`src/hdl/plsm_queue.sv`:
```
// small register queue between front and back end
`default_nettype none

module plsm_queue #(
  parameter int WIDTH = 8,
  parameter int DEPTH = 4
) (
  input  logic             clk,
  input  logic             rst,
  input  logic             push_valid,
  output logic             push_ready,
  input  logic [WIDTH-1:0] push_data,
  output logic             pop_valid,
  input  logic             pop_ready,
  output logic [WIDTH-1:0] pop_data
);

  localparam int PTR_W = $clog2(DEPTH);

  logic [WIDTH-1:0] slots [DEPTH];
  logic [PTR_W-1:0] wr_ptr;
  logic [PTR_W-1:0] rd_ptr;
  logic [PTR_W:0]   count;
  logic             push;
  logic             pop;

  assign push_ready = (count != (PTR_W + 1)'(DEPTH));
  assign pop_valid  = (count != '0);
  assign pop_data   = slots[rd_ptr];
  assign push       = push_valid && push_ready;
  assign pop        = pop_valid && pop_ready;

  always_ff @(posedge clk) begin
    if (rst) begin
      wr_ptr <= '0;
      rd_ptr <= '0;
      count  <= '0;
    end else begin
      if (push) begin
        wr_ptr <= (wr_ptr == PTR_W'(DEPTH - 1)) ? '0 : wr_ptr + 1'b1;
      end
      if (pop) begin
        rd_ptr <= (rd_ptr == PTR_W'(DEPTH - 1)) ? '0 : rd_ptr + 1'b1;
      end
      if (push && !pop) begin
        count <= count + 1'b1;
      end else if (pop && !push) begin
        count <= count - 1'b1;
      end
    end
  end

  always_ff @(posedge clk) begin
    if (push) begin
      slots[wr_ptr] <= push_data;
    end
  end

endmodule

`default_nettype wire

```
`config.mk`:
```
export PLATFORM = sky130hd
export DESIGN_NAME = plsm_queue
export DESIGN_NICKNAME = d
export VERILOG_FILES = /design/src/hdl/plsm_queue.sv
export SDC_FILE = /design/constraint.sdc
export NUM_CORES = 1
export LEC_CHECK = 0
export ABC_AREA = 1
export BUFFER_PORTS_ARGS = -buffer_cell sky130_fd_sc_hd__buf_2
export CAP_MARGIN = 10
export CORE_UTILIZATION = 25
export CTS_CLUSTER_SIZE = 10
export DETAILED_ROUTE_END_ITERATION = 7
export PLACE_DENSITY_LB_ADDON = 0.12
export SETUP_SLACK_MARGIN = 0.3
export SLEW_MARGIN = 0
export SYNTH_ARGS = -nofsm -noshare
export SYNTH_HDL_FRONTEND = slang
export SYNTH_SLANG_ARGS = --single-unit
```
`constraint.sdc`:
```
create_clock -name clk -period 3.6 [get_ports clk]
set_input_delay 0.54 -clock clk [delete_from_list [all_inputs] [get_ports clk]]
set_output_delay 0.54 -clock clk [all_outputs]
set_load 0.1 [all_outputs]
```
==> metrics.cfg <==
[clock_network]
ctsHoldBuffers = 0
cts_buffers = 5
cts_tree = yes
worstSkewPairLatency_ns = 0.29
clock_sinks = 41
clock_path_buffers = 2
cts_root_buf = clkbuf_8
clk_pin_slew_ns = 0.08
cts_resized = 0
htreeDepth = 2
post_cts_buffers = 0

[detailed_routing]
viasPerCell = 4.28
routed_wl_mm = 3.18
drtIter0Drc = 48
first_pass_iters = 6
ant_nets = 0
detail_route.wl_per_cell_um = 12.8
vias = 1065
drc = 4

[layout]
fillers = 684
layout_common_cells = nor2_1 (32), edfxtp_1 (32), buf_2 (21), inv_1 (15), o21ai_0 (13)
drive_above_1_share_pct = 21.5
instances_no_fill = 249
nets = 190
syn_to_final_growth_pct = 15.9
diodes = 0

[sta]
report.final.slew_viol_count = 0
min_period_ns = 2.41
setup_violations = 0
tightest_slew_ns = 0.855
fin_setup_tns_ns = 0
max_freq_mhz = 415
hold_viol = 0
rsz0062_at_grt = no
fin_skew_ns = 0.00595
post-route-period-util_pct = 67.0
max-slew-margin-rel_pct = 42.8

[setup_path]
crit_type = reg2out
start_kind = flop
critPathArrivalTime_ns = 1.87
crit_chain = inv_2 -> o21ai_0 -> o22ai_1 -> buf_2
crit_fanout = 17
crit_path_end_kind = output port
required_ns = 3.06
cp_top_family = flip-flops
crit_path_top_delay_cell = dfxtp_1
max_stage_delay_ns = 0.70
path_buf_inv = 2

[global_route]
grt_pass1_vias = 1029
overflow = 0
grt_pass1_wl_mm = 5.06
antenna_found_initial = 0
grt_max_degree = 18
grtUsageTotal_pct = 9.65

[hold_path]
hold_class = in2reg

[floorplan]
dieWidth_um = 84.4
start_util_pct = 26.3
die_area_um2 = 7120
core_um2 = 6460
dieHeight_um = 84.4
io_pins = 22
row_count = 29

[logic_synthesis]
yosys_register_bits = 41
synthesis.nets = 164
synth_area_per_cell_um2 = 11.7
ys_types = 20
syn_inst = 145
synth_area_um2 = 1700
ys_seq_area_share_pct = 67.3
yosys_warnings = 0

[placed_design]
hpwl_mm = 2.16
gp_congestion = 0.708
numPortBuffers = 21
dp_cells = 241

[run]
max_cap_violations = 0

[outcome]
outcome = finished, violations left
violations = DRC

cells by family (layout without fill, tap and decap cells):
logic type / count (synthesis) / count (layout) / synth area share, %
flip-flops: 41 / 41 / 67.3
XOR/XNOR: 1 / 1 / 0.516
AO/OA/AOI/OAI: 27 / 27 / 9.22
AND/OR/NAND/NOR: 51 / 51 / 12.5
buffers and inverters: 18 / 45 / 4.87
adder cells (fa/ha/maj): 7 / 7 / 5.60
synth_stat cells:
cell	count	area, µm²
a21oi_1	2	10.0
buf_6	2	22.5
dfxtp_1	9	180
edfxtp_1	32	961
fa_1	1	20.0
ha_1	6	75.1
inv_1	15	56.3
inv_2	1	3.75
nand2_1	11	41.3
nand2_2	3	18.8
nand3_1	1	5.00
nand3b_1	2	15.0
nand4_1	1	6.26
nor2_1	32	120
nor2_2	1	6.26
o21ai_0	13	65.1
o21ai_1	1	5.00
o21ai_2	3	26.3
o22ai_1	8	50.1
xor2_1	1	8.76
registers in the layout, summed over array words and instances (netlist names), named ones only:
register	cells
wr_ptr	2
count	3
rd_ptr	2
slots	32
layer usage:
| layer | global-route usage [%] | part of all wire [%] | vias up |
|---|---|---|---|
| met4 | 4.62 | 1.9 | 0 |
| met3 | 3.64 | 4.1 | 6 |
| li1 | - | - | 545 |
| met1 | 11.5 | 47 | 496 |
| met2 | 15.4 | 47 | 18 |
| met5 | 0 | 0 | - |
final timing paths:
check,slack (ns),start,cells past startpoint,to
max,1.19,flop,4,pop_data[1]
min,0.41,rst,2,count[0]
min reg2reg,0.53,rd_ptr[1],2,rd_ptr[1]
max reg2reg,1.75,count[1],9,count[1]
area by class of cell:
class / instances / area [µm²] / share of cell area [%]
clock buffers: 5 / 68.8 / 3.50
flip-flops and latches: 41 / 1140 / 58.1
repair buffers: 21 / 105 / 5.35
well taps: 77 / 96.3 / 4.90
clock inverters: 3 / 21.3 / 1.08
inverters: 16 / 60.1 / 3.06
multi-input cells: 86 / 473 / 24.1
metrics by stage:
stage / hold slack [ns] / setup WS [ns] / instance area, µm² / util, %
2_1_floorplan: 0.483 / 0.959 / 1700 / -
3_3_place_gp: 0.520 / 1.49 / 1880 / 29.0
3_5_place_dp: 0.527 / 1.44 / 1880 / 29.0
4_1_cts: 0.403 / 1.11 / 1970 / 30.4
5_1_grt: 0.413 / 0.993 / 1970 / 30.4
6_report: 0.411 / 1.19 / 1970 / 30.4
Power is not shown: default switching activity piles up to over one toggle a cycle in this logic, so the estimate is an artifact.
