### src/hdl/plsm_pkg.sv
// shared types and constants of the piecewise linear scaling map
`default_nettype none

package plsm_pkg;

  localparam int RAW_W       = 16;
  localparam int SCALED_W    = 32;
  localparam int CFG_W       = RAW_W + SCALED_W;
  // signed difference of two scaled values
  localparam int DIFF_W      = SCALED_W + 1;
  // signed product of a difference and an unsigned raw offset
  localparam int PROD_W      = DIFF_W + RAW_W + 1;
  // magnitude of that product
  localparam int NUM_W       = SCALED_W + RAW_W;
  localparam int QUEUE_DEPTH = 4;

  typedef enum logic [1:0] {
    REGION_INTERP = 2'd0,
    REGION_BELOW  = 2'd1,
    REGION_ABOVE  = 2'd2
  } region_t;

  typedef struct packed {
    logic        [RAW_W-1:0]    raw;
    logic signed [SCALED_W-1:0] scaled;
  } map_point_t;

  typedef struct packed {
    logic [RAW_W-1:0] sample;
    map_point_t       lo_pt;
    map_point_t       hi_pt;
    region_t          region;
  } job_t;

  typedef struct packed {
    logic signed [SCALED_W-1:0] base;
    region_t                    region;
    logic                       neg;
  } side_t;

endpackage

`default_nettype wire

### src/hdl/plsm_front.sv
// front end: brackets a sample between two breakpoints and classifies it
`default_nettype none

module plsm_front #(
  parameter int MAP_POINTS = 5
) (
  input  logic [plsm_pkg::RAW_W-1:0] raw_sample,
  input  plsm_pkg::map_point_t       points [MAP_POINTS],
  output plsm_pkg::job_t             job
);

  import plsm_pkg::*;

  // highest breakpoint at or below the sample wins, breakpoint 0 by default
  always_comb begin
    job.sample = raw_sample;
    job.lo_pt  = points[0];
    job.hi_pt  = points[1];
    for (int i = 1; i < MAP_POINTS; i++) begin
      if (points[i].raw <= raw_sample) begin
        job.lo_pt = points[i];
        job.hi_pt = points[(i == MAP_POINTS - 1) ? i : i + 1];
      end
    end
    // lower point above the sample only when nothing matched and point 0 is above it
    if (points[MAP_POINTS-1].raw <= raw_sample) begin
      job.region = REGION_ABOVE;
    end else if (raw_sample < job.lo_pt.raw) begin
      job.region = REGION_BELOW;
    end else begin
      job.region = REGION_INTERP;
    end
  end

endmodule

`default_nettype wire

### config.mk
export PLATFORM = sky130hd
export DESIGN_NAME = plsm_front
export DESIGN_NICKNAME = d
export VERILOG_FILES = /design/src/hdl/plsm_pkg.sv /design/src/hdl/plsm_front.sv
export SDC_FILE = /design/constraint.sdc
export NUM_CORES = 1
export LEC_CHECK = 0
export BUFFER_PORTS_ARGS = -buffer_cell sky130_fd_sc_hd__buf_2
export CAP_MARGIN = 10
export CORE_AREA = 2 2 144 146
export DETAILED_ROUTE_END_ITERATION = 16
export DIE_AREA = 0 0 146 148
export GPL_TIMING_DRIVEN = 0
export SYNTH_ARGS = -nofsm -noshare
export SYNTH_HDL_FRONTEND = slang
export SYNTH_SLANG_ARGS = --single-unit
export TNS_END_PERCENT = 50
### constraint.sdc
create_clock -name vclk -period 7.1
set_input_delay 1.42 -clock vclk [all_inputs]
set_output_delay 1.42 -clock vclk [all_outputs]
set_load 0.02 [all_outputs]
==> results of run 1 <==
## report_power, final
| group | switching, mW | internal (mW) | leakage, nW | total (mW) |
|---|---|---|---|---|
| clock network | 0 | 0.0000000760 | 0.0000254 | 0.0000000760 |
| logic | 0.598 | 0.401 | 4.42 | 0.999 |
| registers | 0 | 0 | 0 | 0 |
| total | 0.598 | 0.401 | 4.42 | 0.999 |
## layer usage
metal  wire length, µm  global-route usage  share of wire  vias up
li1                  -                   -              -     3592
met1             12500               0.332           0.41     3571
met2             14800               0.463           0.48      408
met3              2560              0.0404          0.084       54
met4               748              0.0612          0.024        0
met5                 0                   0              0        -
## cell usage after synthesis (2+ instances only)
master | count | area share
nor2b_1 | 4 | 0.0046
nor4_1 | 2 | 0.0023
nand4_1 | 15 | 0.017
nand2_1 | 14 | 0.0097
o21ai_0 | 10 | 0.0092
a2111oi_0 | 3 | 0.0048
buf_6 | 5 | 0.010
nand3_1 | 9 | 0.0083
buf_4 | 17 | 0.023
a21o_1 | 59 | 0.082
o31a_1 | 2 | 0.0032
inv_1 | 23 | 0.016
nor2_1 | 105 | 0.073
a21oi_1 | 30 | 0.028
a211oi_2 | 37 | 0.085
a221oi_1 | 16 | 0.026
ha_1 | 79 | 0.18
buf_1 | 3 | 0.0021
o21a_1 | 2 | 0.0028
mux2i_1 | 94 | 0.17
buf_2 | 28 | 0.026
a221o_1 | 48 | 0.088
o211ai_1 | 3 | 0.0041
a211oi_1 | 60 | 0.083
clkbuf_1 | 22 | 0.015
## worst min-delay path by stage
stage / endpoint / from / cells after the start
after global routing: job[28] / points[26] / 3
after detailed placement: job[4] / points[2] / 3
after CTS: job[21] / points[19] / 3
final: job[21] / points[19] / 3
after floorplan: job[100] / raw_sample[2] / 1
after global placement: job[21] / points[19] / 3
## metrics by stage
step / TNS (ps) / power, mW / hold WS, ps / instance area [µm²] / std cells
after floorplan: 0 / 0.565 / 2950 / 5430 / 705
final: 0 / 0.999 / 3170 / 8250 / 1374
after detailed placement: -1210 / 0.911 / 3170 / 7630 / 1346
after CTS: 0 / 0.943 / 3180 / 7860 / 1350
after global placement: -1980 / 0.910 / 3170 / 7620 / 1345
after global routing: -30.8 / 1.07 / 3190 / 8240 / 1373
## cells in the final DEF, fill, tap and decap left out, drive strengths merged, types with 3 or more instances in the layout
cell type,n
nand3,9
nor2b,4
nand2,14
inv,23
o21ai,11
a21oi,30
nand4,15
clkbuf,17
nor2,106
a21o,59
a211oi,97
o211ai,3
buf,454
a221o,48
a221oi,16
mux2i,94
diode,4
a2111oi,3
ha,79
## kinds of logic after synthesis
family,after synthesis,synth area share
AOI/OAI and AO/OA,276,0.426
adders and majority gates,79,0.182
buffers and inverters,99,0.0942
muxes,94,0.173
and+or+nand+nor,157,0.125
## layout make-up
cell class / instances / area share
multi-input combinational: 606 / 0.631
inverter: 23 / 0.0105
tap: 270 / 0.0410
buffer: 75 / 0.0654
antenna: 4 / 0.00121
timing repair buffer: 396 / 0.251
## repair_timing
| item | 4_1_cts | 5_1_grt |
|---|---|---|
| gates resized for setup | 60 | 49 |
| cloned | 0 | 0 |
| hold buffers | 0 | 0 |
| setup buffers | 4 | 21 |
| endpoints found under the setup margin | 1 | 1 |
| pin swaps | 13 | 21 |
| endpoints found under the hold margin | 0 | 0 |
==> flow_metrics.py, run 1 <==
metrics = {
    "status": {
        "status": "completed",
    },
    "drt": {
        "drt_wl_total_mm": 30.5,
        "ant_nets": 0,
        "first_pass_iters": 5,
        "route.detailed.drc": 0,
        "num_vias": 7625,
        "wire_per_inst_um": 22.2,
        "vias_per_cell": 5.55,
        "initialDrtViolationCount": 474,
    },
    "finish": {
        "multi_input_area_um2": 5210,
        "fin_util": 0.411,
        "drive_gt1_frac": 0.492,
        "fillers": 2135,
        "nClkBuffers": 0,
        "nets": 1437,
        "seq_cells": 0,
        "area_delta_synth_final_pct": 51.8,
        "seqCellArea_um2": 0,
    },
    "timing": {
        "finalWorstSetupSlack_ps": 114,
        "relSlewSlack": 0.493,
        "setup_violations": 0,
        "drv_slew": 0,
        "fin_crit_ps": 6990,
        "hold_viol_final": 0,
        "worst_pin_slew_ps": 760,
        "post-route-period-util": 0.984,
        "fmax_mhz": 143,
    },
    "critical_path": {
        "path_delay_family": "compound AO/OA/AOI/OAI gates",
        "crit_fanout": 10,
        "slowest_delay_ps": 580,
        "crit_path_cell_trace": "buf_2 > inv_2 > ha_4 > nand4_1 > or4_4 > a21o_1 > o2111ai_2 > o21ai_4 > buf_8 > buf_4 > a221oi_2 > ha_1 > a21o_1 > a21oi_2 > nor2b_1 > o21ai_2 > o21ai_2 > a2111oi_2 > buf_2 > o31a_1 > a31o_2 > buf_6",
        "startpoint": "raw_sample[10]",
        "worst_setup_path_end_kind": "primary output",
        "crit_arrival_ps": 5570,
        "critPathBufInv": 6,
        "crit_cells": 22,
        "path_class": "in2out",
        "crit_end": "job[0]",
        "start_kind": "input port",
        "required_ps": 5680,
        "slowest_stage": "or4_4",
    },
    "die": {
        "rows": 52,
        "initial_core_util": 0.271,
        "die_h_um": 148,
        "fp.coreArea_um2": 20000,
        "dieArea_um2": 21600,
        "die_w_um": 146,
        "io_pins": 370,
    },
    "global_route": {
        "overflow": 0,
        "grt_start_max_net_pins": 11,
        "antenna_found_initial": 4,
        "grt_use_total": 0.261,
        "grt_pass1_wl_mm": 44.1,
        "first_global_vias": 7499,
    },
    "yosys": {
        "synthCells": 705,
        "synth_fp_nets": 1040,
        "syn_area_um2": 5430,
        "ys_seq_area_frac": 0,
        "synth_cell_types": 40,
        "yosysWarnings": 0,
        "avgSynthCellArea_um2": 7.71,
    },
    "pwr": {
        "leakage_nw": 4.42,
        "ir_drop_mv": 0.0670,
        "powerDensity_nw_per_um2": 121,
    },
    "run": {
        "drv_cap": 0,
    },
    "placement": {
        "dp_hpwl_mm": 24.8,
        "portBuffers": 370,
        "place.gp.congestion": 0.939,
        "dp_slack_ps": -1210,
    },
    "min_path": {
        "hold_path_class": "in2out",
    },
}
(Power assumes the default switching activity.)
==> run 2: changes to the inputs <==
==> constraint.sdc (replaced) <==
create_clock -name vclk -period 7.1
set_input_delay 1.42 -clock vclk [all_inputs]
set_output_delay 1.42 -clock vclk [all_outputs]
set_load 0.1 [all_outputs]
==> flow_metrics.py, run 2 (same netlist as run 1, synthesis figures left out) <==
metrics = {
    "status": {
        "status": "completed",
    },
    "min_path": {
        "hold_path_class": "in2out",
    },
    "global_route": {
        "grt_pass1_wl_mm": 44.1,
        "overflow": 0,
        "antenna_found_initial": 4,
        "grt_start_max_net_pins": 11,
        "grt_use_total": 0.261,
        "first_global_vias": 7566,
    },
    "critical_path": {
        "path_class": "in2out",
        "start_kind": "input port",
        "crit_arrival_ps": 5570,
        "crit_fanout": 5,
        "worst_setup_path_end_kind": "primary output",
        "required_ps": 5680,
    },
    "die": {
        "die_w_um": 146,
        "io_pins": 370,
        "dieArea_um2": 21600,
        "fp.coreArea_um2": 20000,
        "initial_core_util": 0.271,
        "rows": 52,
        "die_h_um": 148,
    },
    "timing": {
        "finalWorstSetupSlack_ps": 109,
        "setup_violations": 0,
        "fin_crit_ps": 6990,
        "worst_pin_slew_ps": 789,
        "post-route-period-util": 0.985,
        "relSlewSlack": 0.474,
        "drv_slew": 0,
        "fin_hold_ws_ps": 3350,
        "fmax_mhz": 143,
        "hold_viol_final": 0,
    },
    "finish": {
        "seqCellArea_um2": 0,
        "nClkBuffers": 0,
        "seq_cells": 0,
        "nets": 1431,
        "final_common_cell": "buf_2",
        "layout_common_cells": "buf_2, nor2_1, mux2i_1, ha_1",
        "fin_util": 0.413,
        "fin_cells": 1368,
        "area_delta_synth_final_pct": 52.3,
        "drive_gt1_frac": 0.490,
    },
    "pwr": {
        "leakage_nw": 4.40,
        "ir_drop_mv": 0.140,
        "p_total_mw": 1.57,
        "powerDensity_nw_per_um2": 190,
    },
    "drt": {
        "initialDrtViolationCount": 424,
        "first_pass_iters": 5,
        "wire_per_inst_um": 22.6,
        "route.detailed.drc": 0,
        "ant_nets": 0,
        "vias_per_cell": 5.66,
        "drt_wl_total_mm": 31.0,
        "num_vias": 7742,
    },
    "clock_network": {
        "holdBufCountCts": 0,
    },
    "run": {
        "drv_cap": 0,
    },
    "placement": {
        "portBuffers": 370,
        "dp_cells": 1345,
        "place.gp.congestion": 0.956,
        "dp_slack_ps": -1910,
        "dp_hpwl_mm": 25.1,
    },
}
[run 2: area by class of cell]
cell class,count,area (µm²)
fillers,2168,11800
well taps,270,338
diodes,4,10.0
repair buffers,390,2060
plain buffers,75,509
multi-input cells,606,5260
inverters,23,93.8
[run 2: metrics by stage]
| step | TNS [ps] | area, µm² |
|---|---|---|
| 3_5_place_dp | -1910 | 7640 |
| 3_3_place_gp | -2180 | 7630 |
| 6_report | 0 | 8270 |
| 4_1_cts | 0 | 7890 |
| 2_1_floorplan | 0 | 5450 |
| 5_1_grt | -69.6 | 8270 |
[run 2: worst paths after layout]
check,startpoint,slack [ps],end,cells after the start
worst max-delay path,raw_sample[11],110,job[0],23
worst min-delay path,raw_sample[6],3350,job[104],3
[run 2: power breakdown]
part | total, mW | internal, mW | switching, mW
clock | 0.0000000757 | 0.0000000757 | 0
sequential | 0 | 0 | 0
combinational | 1.57 | 0.400 | 1.17
total | 1.57 | 0.400 | 1.17
[run 2: layer usage]
layer | wire length [µm] | global-route usage | vias to the layer above
met5 | 0 | 0 | -
met4 | 1230 | 0.0932 | 0
met3 | 2390 | 0.0377 | 79
met2 | 14700 | 0.459 | 445
met1 | 12700 | 0.325 | 3645
li1 | - | - | 3573
[run 2: timing repair]
item / 4_1_cts / 5_1_grt
setup endpoints to repair: 1 / 1
resized for setup: 56 / 53
buffers inserted: 5 / 13
pin swaps: 7 / 19
gates cloned: 0 / 2
[run 2: worst max-delay path, cell delays in order]
cell	delay, ps
clkbuf_4	140
inv_4	60
ha_4	270
nand4_1	180
nor4_2	390
nor3_1	120
o21a_1	170
nor2_4	280
buf_12	180
mux2i_4	240
a211oi_4	90
a221oi_2	200
ha_1	290
a21o_1	180
a21oi_2	110
nor2b_1	60
o21ai_2	180
o21ai_2	100
a2111oi_4	270
buf_4	190
o31a_1	150
a31o_4	110
buf_12	160
==> run 3: changes to the inputs <==
- ABC_AREA: not set -> 1
- CORE_AREA: 2 2 144 146 -> 2 2 142 144
- DIE_AREA: 0 0 146 148 -> 0 0 144 146
==> flow_metrics.py, run 3 <==
metrics = {
    "critical_path": {
        "startpoint": "raw_sample[13]",
        "crit_end": "job[0]",
        "start_kind": "input port",
        "crit_arrival_ps": 5270,
        "crit_fanout": 10,
        "path_class": "in2out",
        "worst_setup_path_end_kind": "primary output",
        "required_ps": 5680,
    },
    "yosys": {
        "synthAdderAreaFrac": 0.187,
        "yosysTopAreaCellShare": 0.187,
        "synth.area.mux_share": 0,
        "synth_top_family_by_area": "simple AND/OR/NAND/NOR gates",
        "synth_xor_area_frac": 0,
        "syn_area_um2": 5290,
        "ys_seq_area_frac": 0,
        "synth_compound_area_frac": 0.321,
        "avgSynthCellArea_um2": 5.23,
        "yosysWarnings": 0,
        "synth.cells.most_frequent": "nand2_1, nor2_1, a21oi_1, ha_1, nand3_1",
        "post-synth-top-count-cell": "nand2_1",
        "synthCells": 1011,
        "yosys.area.top_type": "ha_1",
        "yosys-top-cells-area": "ha_1, nand2_1, nor2_1, a21oi_1, o211ai_1",
        "synth_fp_nets": 1346,
        "synth-simple-area-share": 0.367,
        "synth_cell_types": 25,
    },
    "status": {
        "status": "completed",
    },
    "die": {
        "fp.coreArea_um2": 19300,
        "initial_core_util": 0.274,
        "io_pins": 370,
        "dieArea_um2": 21000,
        "die_h_um": 146,
        "die_w_um": 144,
        "rows": 51,
    },
    "global_route": {
        "grt_start_max_net_pins": 11,
        "overflow": 0,
        "grt_use_total": 0.290,
        "grt_pass1_wl_mm": 47.1,
        "first_global_vias": 8249,
        "antenna_found_initial": 6,
    },
    "timing": {
        "drv_slew": 0,
        "fin_setup_tns_ps": 0,
        "relSlewSlack": 0.434,
        "grt_setup_unrepaired": "no",
        "finalWorstSetupSlack_ps": 411,
        "fin_crit_ps": 6690,
        "fmax_mhz": 150,
        "post-route-period-util": 0.942,
        "setup_violations": 0,
        "fin_hold_ws_ps": 3350,
        "worst_pin_slew_ps": 849,
        "hold_viol_final": 0,
    },
    "finish": {
        "seq_cells": 0,
        "design_area_um2": 7490,
        "area_delta_synth_final_pct": 41.6,
        "drive_gt1_frac": 0.314,
        "fillers": 2289,
        "final_common_cell": "buf_2",
        "layout_common_cells": "buf_2, nand2_1, nor2_1, a21oi_1, ha_1",
        "seqCellArea_um2": 0,
        "nClkBuffers": 0,
        "nets": 1718,
    },
    "placement": {
        "dp_slack_ps": 147,
        "place_area_um2": 7480,
        "portBuffers": 370,
        "place.gp.congestion": 0.981,
        "dp_hpwl_mm": 26.7,
    },
    "drt": {
        "route.met3.wl_mm": 2.72,
        "initialDrtViolationCount": 672,
        "drt_wl_total_mm": 32.2,
        "wl_met1_mm": 13.5,
        "ant_nets": 0,
        "route.detailed.drc": 0,
        "vias_per_cell": 5.23,
        "top_layer": "met5",
        "first_pass_iters": 6,
        "wire_per_inst_um": 19.5,
        "wl_met2_mm": 14.9,
        "num_vias": 8628,
    },
    "min_path": {
        "worstHoldStart": "raw_sample[3]",
        "hold_path_class": "in2out",
    },
    "pwr": {
        "ir_drop_mv": 0.117,
        "leakage_nw": 4.04,
        "powerDensity_nw_per_um2": 202,
    },
    "clock_network": {
        "post_cts_buffers": 0,
    },
    "run": {
        "drv_cap": 0,
    },
}
[run 3: area by class of cell]
type,instances,area (µm²),share of cell area
multi-input cells,863,4640,0.619
repair buffers,370,1850,0.247
plain buffers,86,430,0.0575
well taps,265,332,0.0443
inverters,62,233,0.0311
diodes,3,7.51,0.00100
[run 3: cell families (layout without fill, tap and decap cells)]
group           count (synthesis)  count (layout)
compound gates                291             291
fa+ha+maj                      79              79
buf+inv                       148             518
other cells                     0               3
simple gates                  493             493
[run 3: what timing repair did]
item	CTS	global route
hold buffers	0	0
resized for setup	0	8
endpoints found under the setup margin	0	1
[run 3: metal layers]
layer  vias to the layer above  global-route usage
li1                       4186                   -
met3                        82              0.0428
met4                         6              0.0868
met5                         -                   0
met2                       476               0.488
met1                      3878               0.380
[run 3: report_power, final]
part | switching [mW] | total, mW | internal (mW) | leakage (nW)
Sequential | 0 | 0 | 0 | 0
Clock | 0 | 0.0000000570 | 0.0000000570 | 0.0000190
Combinational | 1.20 | 1.51 | 0.311 | 4.04
Total | 1.20 | 1.51 | 0.311 | 4.04
[run 3: metrics by stage]
step | util | power, mW | std cells
global placement | 0.387 | 1.49 | 1646
CTS | 0.387 | 1.50 | 1646
floorplan | - | 1.13 | 1011
finish | 0.387 | 1.51 | 1649
global route | 0.387 | 1.60 | 1649
detailed placement | 0.387 | 1.50 | 1646
[run 3: worst min path at each step]
stage               depth (start not counted)  slack, ps  endpoint
floorplan                                   1       3050  job[100]
global placement                            4       3350   job[31]
detailed placement                          4       3350   job[27]
CTS                                         4       3350   job[27]
global route                                3       3360   job[99]
finish                                      3       3350  job[101]
[run 3: worst max-delay path: stages]
cell and delay [ps]:
buf_2 120, inv_1 150, ha_1 270, nand2_1 60, inv_1 30, o21ai_0 130
nand2_1 80, nor2_1 210, nand2_1 80, nand2_1 230, clkbuf_1 500, a21oi_1 130
nand2_1 90, o21a_1 140, inv_1 50, ha_1 280, nand2_1 70, inv_1 60
nand3_1 70, a31oi_1 80, a2111oi_0 300, nand2_1 110, a21oi_2 130, buf_2 440
